--- src/hdl/vwi_pkg.sv ---
// Shared types, constants and float compare helper for the vertex weld indexer.
package vwi_pkg;

	localparam int unsigned DefMaxUnique  = 1024;
	localparam int unsigned DefTableSlots = 2048;
	localparam logic [31:0] HashMul       = 32'h9E3779B1;
	localparam int unsigned IdxOutW       = 10;

	typedef struct packed {
		logic        start_layer;
		logic [31:0] x_bits;
		logic [31:0] y_bits;
		logic [31:0] z_bits;
	} vert_item_t;

	typedef struct packed {
		logic [IdxOutW-1:0] vertex_index;
		logic               is_new;
		logic [1:0]         corner;
		logic               triangle_dropped;
		logic               table_overflow;
		logic [31:0]        box_lo_x;
		logic [31:0]        box_lo_y;
		logic [31:0]        box_lo_z;
		logic [31:0]        box_hi_x;
		logic [31:0]        box_hi_y;
		logic [31:0]        box_hi_z;
	} result_item_t;

	typedef struct packed {
		logic load;
		logic clr_step;
		logic mult;
		logic mod_step;
		logic slot_load;
		logic probe;
		logic advance;
		logic insert;
		logic hit;
		logic overflow;
		logic out_load;
	} vwi_cmd_t;

	typedef struct packed {
		logic start;
		logic clr_last;
		logic mod_done;
		logic empty;
		logic match;
		logic probe_last;
		logic room;
		logic out_free;
	} vwi_stat_t;

	function automatic logic is_nan32(input logic [31:0] a);
		return (a[30:23] == 8'hFF) && (a[22:0] != 23'd0);
	endfunction

	// IEEE a < b on float32 bit patterns; NaN compares false, signed zeros equal.
	function automatic logic less32(input logic [31:0] a, input logic [31:0] b);
		logic [31:0] ka;
		logic [31:0] kb;
		ka = a[31] ? ~a : (a | 32'h8000_0000);
		kb = b[31] ? ~b : (b | 32'h8000_0000);
		if (is_nan32(a) || is_nan32(b)) begin
			return 1'b0;
		end
		if (((a | b) & 32'h7FFF_FFFF) == 32'd0) begin
			return 1'b0;
		end
		return ka < kb;
	endfunction

endpackage

--- src/hdl/vwi_ctrl.sv ---
// Controller state machine for the vertex weld indexer.
module vwi_ctrl import vwi_pkg::*; (
	input  logic      clk,
	input  logic      arst_n,
	input  logic      vert_valid,
	output logic      vert_ready,
	input  vwi_stat_t stat,
	output vwi_cmd_t  cmd
);

	typedef enum logic [6:0] {
		ST_CLEAR = 7'b0000001,
		ST_IDLE  = 7'b0000010,
		ST_HASH  = 7'b0000100,
		ST_MOD   = 7'b0001000,
		ST_PROBE = 7'b0010000,
		ST_CHECK = 7'b0100000,
		ST_DONE  = 7'b1000000
	} state_t;

	state_t state_q, state_d;
	logic   busy_q, busy_d;

	assign vert_ready = (state_q == ST_IDLE);

	always_comb begin
		state_d = state_q;
		busy_d  = busy_q;
		cmd     = '0;
		unique case (state_q)
			ST_CLEAR: begin
				cmd.clr_step = 1'b1;
				if (stat.clr_last) begin
					state_d = busy_q ? ST_HASH : ST_IDLE;
				end
			end
			ST_IDLE: begin
				if (vert_valid) begin
					cmd.load = 1'b1;
					busy_d   = 1'b1;
					state_d  = stat.start ? ST_CLEAR : ST_HASH;
				end
			end
			ST_HASH: begin
				cmd.mult = 1'b1;
				state_d  = ST_MOD;
			end
			ST_MOD: begin
				if (stat.mod_done) begin
					cmd.slot_load = 1'b1;
					state_d       = ST_PROBE;
				end else begin
					cmd.mod_step = 1'b1;
				end
			end
			ST_PROBE: begin
				cmd.probe = 1'b1;
				state_d   = ST_CHECK;
			end
			ST_CHECK: begin
				state_d = ST_DONE;
				priority if (stat.empty) begin
					if (stat.room) begin
						cmd.insert = 1'b1;
					end else begin
						cmd.overflow = 1'b1;
					end
				end else if (stat.match) begin
					cmd.hit = 1'b1;
				end else if (stat.probe_last) begin
					cmd.overflow = 1'b1;
				end else begin
					cmd.advance = 1'b1;
					state_d     = ST_PROBE;
				end
			end
			ST_DONE: begin
				if (stat.out_free) begin
					cmd.out_load = 1'b1;
					busy_d       = 1'b0;
					state_d      = ST_IDLE;
				end
			end
			default: begin
				state_d = ST_IDLE;
				busy_d  = 1'b0;
			end
		endcase
	end

	always_ff @(posedge clk or negedge arst_n) begin
		if (!arst_n) begin
			state_q <= ST_CLEAR;
			busy_q  <= 1'b0;
		end else begin
			state_q <= state_d;
			busy_q  <= busy_d;
		end
	end

endmodule

--- config.mk ---
export PLATFORM = sky130hd
export DESIGN_NAME = vwi_ctrl
export DESIGN_NICKNAME = d
export VERILOG_FILES = /design/src/hdl/vwi_pkg.sv /design/src/hdl/vwi_ctrl.sv
export SDC_FILE = /design/constraint.sdc
export NUM_CORES = 1
export LEC_CHECK = 0
export CAP_MARGIN = 0
export CORE_MARGIN = 3
export CORE_UTILIZATION = 50
export CTS_BUF_LIST = sky130_fd_sc_hd__clkbuf_8 sky130_fd_sc_hd__clkbuf_16
export DETAILED_ROUTE_END_ITERATION = 8
export DONT_BUFFER_PORTS = 1
export MAX_ROUTING_LAYER = met4
export PLACE_DENSITY = 0.68
export SLEW_MARGIN = 20
export SYNTH_ARGS = -nofsm -noshare
export SYNTH_HDL_FRONTEND = slang
export SYNTH_SLANG_ARGS = --single-unit
--- constraint.sdc ---
create_clock -name clk -period 1.66 [get_ports clk]
set_clock_uncertainty 0.1 [all_clocks]
set_input_delay 0 -clock clk [delete_from_list [all_inputs] [get_ports clk]]
set_output_delay 0 -clock clk [all_outputs]
set_load 0.02 [all_outputs]
==> results of run 1 <==
logic make-up after synthesis:
family | after synthesis | share of synthesized area
xor+xnor | 1 | 0.0135
buf+inv | 11 | 0.0790
mux | 1 | 0.0173
compound gates | 17 | 0.183
flops | 8 | 0.310
simple gates | 38 | 0.397
through the flow:
step	cell area, sq um	worst slack, ps
after CTS	1040	-237
after detailed placement	830	-47.1
after global placement	830	-29.0
after floorplan	664	-69.3
timing repair:
action                                  4_1_cts
pin swaps                                    12
buffers inserted                              4
endpoints found under the setup margin       12
resized for setup                            12
endpoints found under the hold margin        16
hold buffers                                 10
==> flow_summary.json, run 1 <==
{
  "synthArstFlopShare": 1.00,
  "outcome": "aborted with a tool error",
  "cts_buffers": 3,
  "avgSynthCellArea_sq_um": 8.54,
  "rows": 12,
  "dp_hpwl_microns": 1280,
  "boundaryPins": 23,
  "clock_path_buffers": 2,
  "worst_endpoint": "cmd[3]",
  "ys_top_cells_by_area": "dfrtp_1 (27%), nor2_1 (4.6%), nor3b_1 (4.6%)",
  "ys_top_cells_by_count": "nor2_1 (8), dfrtp_1 (7), inv_1 (6), o21ai_0 (5)",
  "die_x_microns": 42.0,
  "grt_max_degree": 12,
  "initial_utilization": 0.562,
  "stop_error": "[ERROR DPL-0038] Utilization greater than 100%, impossible to legalize",
  "haltStage": "global routing",
  "yosysMostFrequentCell": "nor2_1",
  "synth_area_sq_um": 649,
  "cts_root_buffer": "clkbuf_8",
  "postSynthCellCount": 76,
  "yosys.area.top_type": "dfrtp_1",
  "cts.sinks": 8,
  "die_h_microns": 42.0,
  "worst_path_end_type": "top-level output",
  "yosys_warnings": 0,
  "synth_ff_type": "dfrtp_1",
  "yosys.area.top_type_share": 0.270,
  "ys_types": 37,
  "ys_seq_area_frac": 0.310,
  "ys_ff_latch": 8,
  "gp_congestion": 0.815,
  "cts-htree-levels": 1,
  "dp_cells": 109,
  "io_buffers": 0,
  "synth-edff-count": 0,
  "syn-num-nets": 87
}
==> inputs of run 2 (changes only) <==
==> config.mk (replaced) <==
export PLATFORM = sky130hd
export DESIGN_NAME = vwi_ctrl
export DESIGN_NICKNAME = d
export VERILOG_FILES = /design/src/hdl/vwi_pkg.sv /design/src/hdl/vwi_ctrl.sv
export SDC_FILE = /design/constraint.sdc
export NUM_CORES = 1
export LEC_CHECK = 0
export CAP_MARGIN = 0
export CORE_AREA = 3 3 64 66
export DETAILED_ROUTE_END_ITERATION = 8
export DIE_AREA = 0 0 67 69
export DONT_BUFFER_PORTS = 1
export PLACE_DENSITY_LB_ADDON = 0.15
export SLEW_MARGIN = 20
export SYNTH_ARGS = -nofsm -noshare
export SYNTH_HDL_FRONTEND = slang
export SYNTH_SLANG_ARGS = --single-unit
==> constraint.sdc (replaced) <==
create_clock -name clk -period 2.16 [get_ports clk]
set_clock_uncertainty 0.1 [all_clocks]
set_input_delay 0 -clock clk [delete_from_list [all_inputs] [get_ports clk]]
set_output_delay 0 -clock clk [all_outputs]
set_load 0.02 [all_outputs]
==> flow_summary.json, run 2 <==
{
  "layout_min_cycle_time_ps": 2140,
  "grt_pass1_vias": 633,
  "die_x_microns": 67,
  "route.final.wire_length_microns": 1800,
  "coreArea_sq_mm": 0.00363,
  "top_layer_used": "met4",
  "rows": 22,
  "finalHoldViolCount": 0,
  "synth_area_sq_um": 649,
  "regMostFlops": "state_q",
  "fin_area_sq_um": 867,
  "fin_cells": 139,
  "postSynthCellCount": 76,
  "dpl_cell_area_sq_um": 722,
  "worstSetupEndpointType": "primary output",
  "yosys_warnings": 0,
  "crit_path_start_kind": "register",
  "die_area_sq_mm": 0.00462,
  "min_period_over_period": 0.989,
  "arrival_ps": 2040,
  "final_cell_mix": "dlygate4sd3_1 (10), nor2_1 (8), dfrtp_1 (7), inv_1 (6)",
  "rsz0062_at_grt": "true",
  "wl_met3_microns": 81,
  "slew_viol_final": 0,
  "cts.sinks": 8,
  "cts_resized": 0,
  "cts-htree-levels": 1,
  "synth-edff-count": 0,
  "syn-num-nets": 87,
  "clock_path_buffers": 2,
  "gr-total-overflow": 0,
  "power.density_mw_per_mm2": 1070,
  "die_h_microns": 69,
  "setup_viol": 0,
  "drt_iter0_drc": 15,
  "tritoncts": "yes",
  "antenna_cells": 0,
  "ys_seq_area_frac": 0.310,
  "ys_top_cells_by_count": "nor2_1 (8), dfrtp_1 (7), inv_1 (6), o21ai_0 (5)",
  "grt_pass1_wl_microns": 3070,
  "avgSynthCellArea_sq_um": 8.54,
  "ys_types": 37,
  "fin_nets": 103,
  "drc_errors": 0,
  "hold_class": "in -> out",
  "synth_ff_type": "dfrtp_1",
  "outcome": "completed",
  "vias": 632,
  "drt_first_pass_iters": 4,
  "path_delay_family": "simple AND/OR/NAND/NOR gates",
  "clk-insertion-delay-late_ps": 230,
  "cp-startpoint": "state_q[2]",
  "yosysMostFrequentCell": "nor2_1",
  "whs_path_depth": 2,
  "dp_cells": 125,
  "max-cap-violations": 0,
  "hp-start": "stat[0]",
  "wl_met2_microns": 906,
  "top_regs": "state_q x7, busy_q x1",
  "post_cts_buffers": 0,
  "worstPathCellList": "nor3_4 -> nand2b_2 -> or4b_4 -> nor3b_2",
  "slowest_delay_ps": 570,
  "ys_top_cells_by_area": "dfrtp_1 (27%), nor2_1 (4.6%), nor3b_1 (4.6%)",
  "boundaryPins": 23,
  "relSlewSlack": 0.679,
  "grt_antenna_before_repair": 0,
  "fillers": 413,
  "cp_max_fo": 9,
  "rr_worst_depth": 4,
  "via_per_inst": 4.55,
  "gr-usage-all-layers": 0.0867,
  "gp_congestion": 0.692,
  "irDropWorstVdd_mv": 0.199,
  "cts_root_buffer": "clkbuf_8",
  "dp_hpwl_microns": 1330,
  "reg2reg_from": "state_q[3]",
  "drive_gt1_frac": 0.187,
  "io_buffers": 0,
  "timing.fmax_mhz": 468,
  "fin_util": 0.239,
  "cp_slowest_cell": "or4b_4",
  "ys_ff_latch": 8,
  "power.leakage_nw": 0.343,
  "yosys.area.top_type_share": 0.270,
  "grt_max_degree": 11,
  "wl_per_cell_microns": 12.9,
  "largest_reg_flops": 7,
  "synthArstFlopShare": 1.00,
  "worst_slew_pin_slew_ps": 477,
  "cts_buffers": 3,
  "ant_nets": 0,
  "critPathKind": "reg -> out",
  "critPathRequiredTime_ps": 2060,
  "final_common_cell": "dlygate4sd3_1",
  "path_buf_inv": 0,
  "wl_met1_microns": 772,
  "initial_utilization": 0.179,
  "clk_pin_slew_worst_paths_ps": 40,
  "path_depth": 4,
  "yosys.area.top_type": "dfrtp_1",
  "area_delta_synth_final_pct": 33.5
}
-- run 2: cell counts after synthesis --
No cell type changed its count.
-- run 2: worst paths after layout --
| check | endpoint | slack, ps |
|---|---|---|
| hold reg to reg | busy_q | 490 |
| setup reg to reg | state_q[4] | 340 |
| max in group asynchronous | state_q[0] | 1610 |
| min in group asynchronous | state_q[1] | 30 |
| hold / removal | cmd[0] | 20 |
| setup / recovery | cmd[2] | 20 |
-- run 2: cell families after synthesis --
family,count (synthesis),synth area share
buffers and inverters,11,0.0790
multiplexers,1,0.0173
AO/OA/AOI/OAI,17,0.183
AND/OR/NAND/NOR,38,0.397
flip-flops,8,0.310
XOR/XNOR,1,0.0135
-- run 2: per-stage QoR --
stage          setup slack (ps)  TNS (ps)  total power [mW]  hold slack, ps
3_5_place_dp                267         0             0.707            -395
4_1_cts                    19.9         0             0.929            24.2
6_report                   24.6         0             0.924            22.7
3_3_place_gp                303         0             0.718            -395
2_1_floorplan               380         0             0.627            -396
5_1_grt                   -38.4      -108             0.996            40.6
-- run 2: final cells by class --
| class | instances | area, sq um | share of cell area |
|---|---|---|---|
| inverter | 7 | 26.3 | 0.0303 |
| clock buffer | 4 | 45.0 | 0.0519 |
| multi-input combinational | 57 | 397 | 0.457 |
| timing repair buffer | 15 | 138 | 0.159 |
| tap | 48 | 60.1 | 0.0693 |
| sequential | 8 | 201 | 0.232 |
-- run 2: repair_timing --
item,CTS,global route
endpoints found under the hold margin,16,0
hold buffers,10,0
setup endpoints to repair,0,4
-- run 2: report_power, final --
part | switching (mW) | internal [mW]
Combinational | 0.276 | 0.192
Sequential | 0.0632 | 0.199
Clock | 0.0660 | 0.129
Total | 0.405 | 0.519
-- run 2: layer usage --
metal / vias up / track usage
met2: 17 / 0.131
met1: 298 / 0.114
met3: 5 / 0.0163
met4: 0 / 0.0473
met5: - / 0
li1: 312 / -
No activity file was read; power rests on OpenSTA's default activity.
==> inputs of run 3 (changes only) <==
--- a/config.mk
+++ b/config.mk
@@ -10,7 +10,6 @@
 export DETAILED_ROUTE_END_ITERATION = 8
 export DIE_AREA = 0 0 67 69
 export DONT_BUFFER_PORTS = 1
-export PLACE_DENSITY_LB_ADDON = 0.15
 export SLEW_MARGIN = 20
 export SYNTH_ARGS = -nofsm -noshare
 export SYNTH_HDL_FRONTEND = slang
==> flow_summary.json, run 3 (synthesis gave the netlist of run 2 again) <==
{
  "rsz0062_at_grt": "false",
  "rows": 22,
  "swShare": 0.441,
  "grt_antenna_before_repair": 0,
  "wl_per_cell_microns": 13.1,
  "route.final.wire_length_microns": 1750,
  "io_buffers": 0,
  "gr-total-overflow": 0,
  "worstSetupEndpoint": "cmd[2]",
  "cp_max_fo": 7,
  "r2r-end": "state_q[4]",
  "tritoncts": "yes",
  "cts.sinks": 8,
  "ant_nets": 0,
  "grt_max_degree": 13,
  "regMostFlops": "state_q",
  "worstSetupEndpointType": "primary output",
  "initial_utilization": 0.179,
  "final_common_cell": "dlygate4sd3_1",
  "arrival_ps": 1950,
  "dp_hpwl_microns": 1310,
  "grt_pass1_vias": 625,
  "max-cap-violations": 0,
  "relSlewSlack": 0.717,
  "drc_errors": 0,
  "outcome": "completed",
  "die_x_microns": 67,
  "pwr-share-clk": 0.209,
  "worst_slew_pin_slew_ps": 420,
  "layout_min_cycle_time_ps": 2050,
  "clk-insertion-delay-late_ps": 230,
  "fin_nets": 98,
  "cts_buffers": 3,
  "rr_worst_depth": 4,
  "worst_slack_ps": 112,
  "tns_ps": 0,
  "hold_class": "in -> reg",
  "finalHoldViolCount": 0,
  "dp_slack_ps": 260,
  "cp-startpoint": "state_q[1]",
  "area_delta_synth_final_pct": 29.9,
  "drive_gt1_frac": 0.209,
  "p_int_mw": 0.499,
  "via_per_inst": 4.67,
  "slew_viol_final": 0,
  "gr-usage-all-layers": 0.0811,
  "clock_path_buffers": 2,
  "power.share.sequential": 0.330,
  "antenna_cells": 0,
  "power.density_mw_per_mm2": 1060,
  "die_h_microns": 69,
  "top_regs": "state_q x7, busy_q x1",
  "critPathKind": "reg -> out",
  "gp_congestion": 0.767,
  "reg2reg_from": "state_q[3]",
  "clk_pin_slew_worst_paths_ps": 40,
  "final_cell_mix": "dlygate4sd3_1 (9), nor2_1 (6), inv_1 (6), o21ai_0 (5), dfrtp_1 (5)",
  "power.leakage_nw": 0.320,
  "crit_path_start_kind": "register",
  "timing.fmax_mhz": 488,
  "vias": 626,
  "drt_iter0_drc": 21,
  "grt_pass1_wl_microns": 2950,
  "post_cts_buffers": 0,
  "coreArea_sq_mm": 0.00363,
  "cts_root_buffer": "clkbuf_8",
  "drt_first_pass_iters": 2,
  "min_period_over_period": 0.948,
  "largest_reg_flops": 7,
  "cts-htree-levels": 1,
  "combPwrFrac": 0.461,
  "irDropWorstVdd_mv": 0.396,
  "boundaryPins": 23,
  "critPathRequiredTime_ps": 2060,
  "die_area_sq_mm": 0.00462,
  "rrSetupSlack_ps": 330,
  "setup_viol": 0,
  "p_sw_mw": 0.394
}
==> run 3: changes by cell type in the layout (fill, tap and decap cells not counted) <==
cell	before	now
nor2b_1	4	3
nor2_2	0	2
nor3b_4	0	1
nor2_1	8	6
buf_4	5	1
dfrtp_1	7	5
nor3b_2	1	0
dfrtp_2	0	2
dlygate4sd3_1	10	9
nor2b_2	0	1
==> run 3: critical path, cell delays in order, from the launching register on <==
cell and delay (ps):
dfrtp_2 450, nor3_4 230, nand2b_2 110, or4b_4 590, nor3b_4 330
==> run 3: layout make-up <==
class | count | area [sq um]
fillers | 419 | 2790
multi-input cells | 57 | 410
flip-flops and latches | 8 | 204
repair buffers | 10 | 97.6
well taps | 48 | 60.1
clock buffers | 4 | 45.0
inverters | 7 | 26.3
==> run 3: power by group through the flow <==
stage	Clock [mW]	Sequential, mW	Combinational (mW)
6_report	0.187	0.294	0.412
5_1_grt	0.204	0.302	0.465
4_1_cts	0.195	0.288	0.414
3_5_place_dp	0	0.287	0.395
3_3_place_gp	0	0.285	0.385
2_1_floorplan	0	0.241	0.386
==> run 3: through the flow <==
stage                     utilization  area (sq um)  hold slack, ps  total power [mW]  cells
after floorplan                     -           649            -396             0.627     76
after global placement          0.190           692            -395             0.671    121
after detailed placement        0.190           692            -395             0.682    121
after CTS                       0.229           833            4.06             0.897    134
after global routing            0.232           843            37.0             0.971    134
final                           0.232           843            5.48             0.893    134
==> run 3: repair_timing <==
action / CTS / global route
endpoints found under the hold margin: 17 / 0
resized for setup: 1 / 5
pin swaps: 0 / 2
hold buffers: 9 / 0
setup endpoints to repair: 1 / 4
cloned: 0 / 0
==> run 3: worst min-delay path by stage <==
| stage | from | cells after the start | end |
|---|---|---|---|
| finish | stat[3] | 4 | state_q[4] |
| global route | stat[4] | 2 | cmd[3] |
| CTS | stat[3] | 4 | state_q[4] |
| detailed placement | arst_n | 0 | state_q[6] |
| global placement | arst_n | 0 | state_q[5] |
| floorplan | arst_n | 0 | busy_q |
==> run 3: routing by layer <==
metal	part of all wire	GRT usage	up-vias
li1	-	-	304
met1	0.44	0.103	302
met2	0.46	0.127	18
met3	0.090	0.0375	2
met4	0.0034	0.0135	0
met5	0	0	-
==> inputs of run 4 (changes only) <==
==> constraint.sdc (replaced) <==
create_clock -name clk -period 2.16 [get_ports clk]
set_clock_uncertainty 0.1 [all_clocks]
set_input_delay 0.108 -clock clk [delete_from_list [all_inputs] [get_ports clk]]
set_output_delay 0.108 -clock clk [all_outputs]
set_load 0.02 [all_outputs]
==> flow_summary.json, run 4 (synthesis gave the netlist of run 2 again) <==
{
  "critPathKind": "reg -> out",
  "min_period_over_period": 0.962,
  "via_per_inst": 4.60,
  "cts-htree-levels": 1,
  "grt_antenna_before_repair": 0,
  "area_delta_synth_final_pct": 30.8,
  "gr-total-overflow": 0,
  "vias": 621,
  "worst_slack_ps": 81.5,
  "dpl_cell_area_sq_um": 714,
  "fin_area_sq_um": 850,
  "crit_path_start_kind": "register",
  "finalHoldViolCount": 0,
  "fillers": 416,
  "reg2reg_from": "state_q[3]",
  "setup_viol": 0,
  "layout_min_cycle_time_ps": 2080,
  "die_area_sq_mm": 0.00462,
  "cts.sinks": 8,
  "hp-start": "vert_valid",
  "timing.fmax_mhz": 481,
  "route.final.wire_length_microns": 1800,
  "clk_pin_slew_worst_paths_ps": 40,
  "fin_nets": 99,
  "max-cap-violations": 0,
  "die_h_microns": 69,
  "power.density_mw_per_mm2": 1110,
  "rrSetupSlack_ps": 400,
  "io_buffers": 0,
  "drt_first_pass_iters": 2,
  "drive_gt1_frac": 0.241,
  "grt_pass1_wl_microns": 2790,
  "final_cell_mix": "nor2_1 (6), inv_1 (6), dlygate4sd3_1 (6)",
  "cts_buffers": 3,
  "wl_per_cell_microns": 13.3,
  "rows": 22,
  "outcome": "completed",
  "grt_pass1_vias": 578,
  "die_x_microns": 67,
  "worstSetupEndpointType": "primary output",
  "fin_cells": 135,
  "drt_iter0_drc": 13,
  "dp_slack_ps": 172,
  "arrival_ps": 1870,
  "cts_root_buffer": "clkbuf_8",
  "cp-startpoint": "state_q[1]",
  "boundaryPins": 23,
  "power.leakage_nw": 0.332,
  "clock_path_buffers": 2,
  "clk-insertion-delay-late_ps": 240,
  "coreArea_sq_mm": 0.00363,
  "antenna_cells": 0,
  "top_regs": "state_q x7, busy_q x1",
  "largest_reg_flops": 7,
  "critPathRequiredTime_ps": 1950,
  "gr-usage-all-layers": 0.0791,
  "drc_errors": 0,
  "finalHoldWorstSlack_ps": 0.572,
  "grt_max_degree": 12,
  "initial_utilization": 0.179,
  "ant_nets": 0,
  "irDropWorstVdd_mv": 0.443,
  "dp_cells": 124,
  "dp_hpwl_microns": 1330,
  "worst_slew_pin_slew_ps": 411,
  "hold_class": "in -> reg",
  "relSlewSlack": 0.724,
  "tritoncts": "yes",
  "slew_viol_final": 0,
  "regMostFlops": "state_q",
  "cp_max_fo": 7,
  "tns_ps": 0,
  "gp_congestion": 0.860
}
run 4: changes by cell type in the layout (fill, tap and decap cells not counted), sizes merged:
cell,change
dlygate4sd3,-3
buf,+4
run 4: final cells by class:
| cell class | count | area [sq um] | area share |
|---|---|---|---|
| multi-input combinational | 57 | 417 | 0.490 |
| tap | 48 | 60.1 | 0.0707 |
| sequential | 8 | 204 | 0.240 |
| clock buffer | 4 | 45.0 | 0.0530 |
| inverter | 7 | 26.3 | 0.0309 |
| timing repair buffer | 11 | 97.6 | 0.115 |
run 4: where the power goes:
| part | internal, mW | total (mW) | switching (mW) |
|---|---|---|---|
| clock | 0.129 | 0.196 | 0.0670 |
| sequential | 0.203 | 0.278 | 0.0756 |
| combinational | 0.196 | 0.466 | 0.271 |
| total | 0.527 | 0.940 | 0.413 |
run 4: worst paths after layout:
kind	to	cells after the start
worst min register to register	state_q[2]	1
worst max register to register	state_q[2]	5
max in group asynchronous	state_q[0]	1
min in group asynchronous	state_q[4]	1
worst max-delay path	cmd[2]	4
worst min-delay path	busy_q	2
run 4: what timing repair did:
item                                    in CTS  in global routing
buffers inserted                             0                  1
hold buffers                                 6                  0
pin swaps                                    0                  3
resized for setup                            1                  5
endpoints found under the setup margin       3                  5
hold endpoints to repair                    12                  0
run 4: stage by stage:
| stage | total power [mW] | utilization |
|---|---|---|
| 6_report | 0.940 | 0.234 |
| 5_1_grt | 1.02 | 0.234 |
| 4_1_cts | 0.912 | 0.227 |
| 3_5_place_dp | 0.697 | 0.197 |
| 3_3_place_gp | 0.679 | 0.197 |
| 2_1_floorplan | 0.627 | - |
run 4: critical path, stage by stage (launching register included):
cell and delay [ps]:
dfrtp_2 440, nor3_4 200, nand2b_2 110, or4b_4 560, nor3b_4 330
run 4: layer usage:
layer | GRT usage | routed length [microns] | vias to the layer above
met5 | 0 | 0 | -
met4 | 0.0158 | 8 | 0
met3 | 0.0456 | 140 | 3
met2 | 0.118 | 847 | 20
met1 | 0.0984 | 802 | 293
li1 | - | - | 305
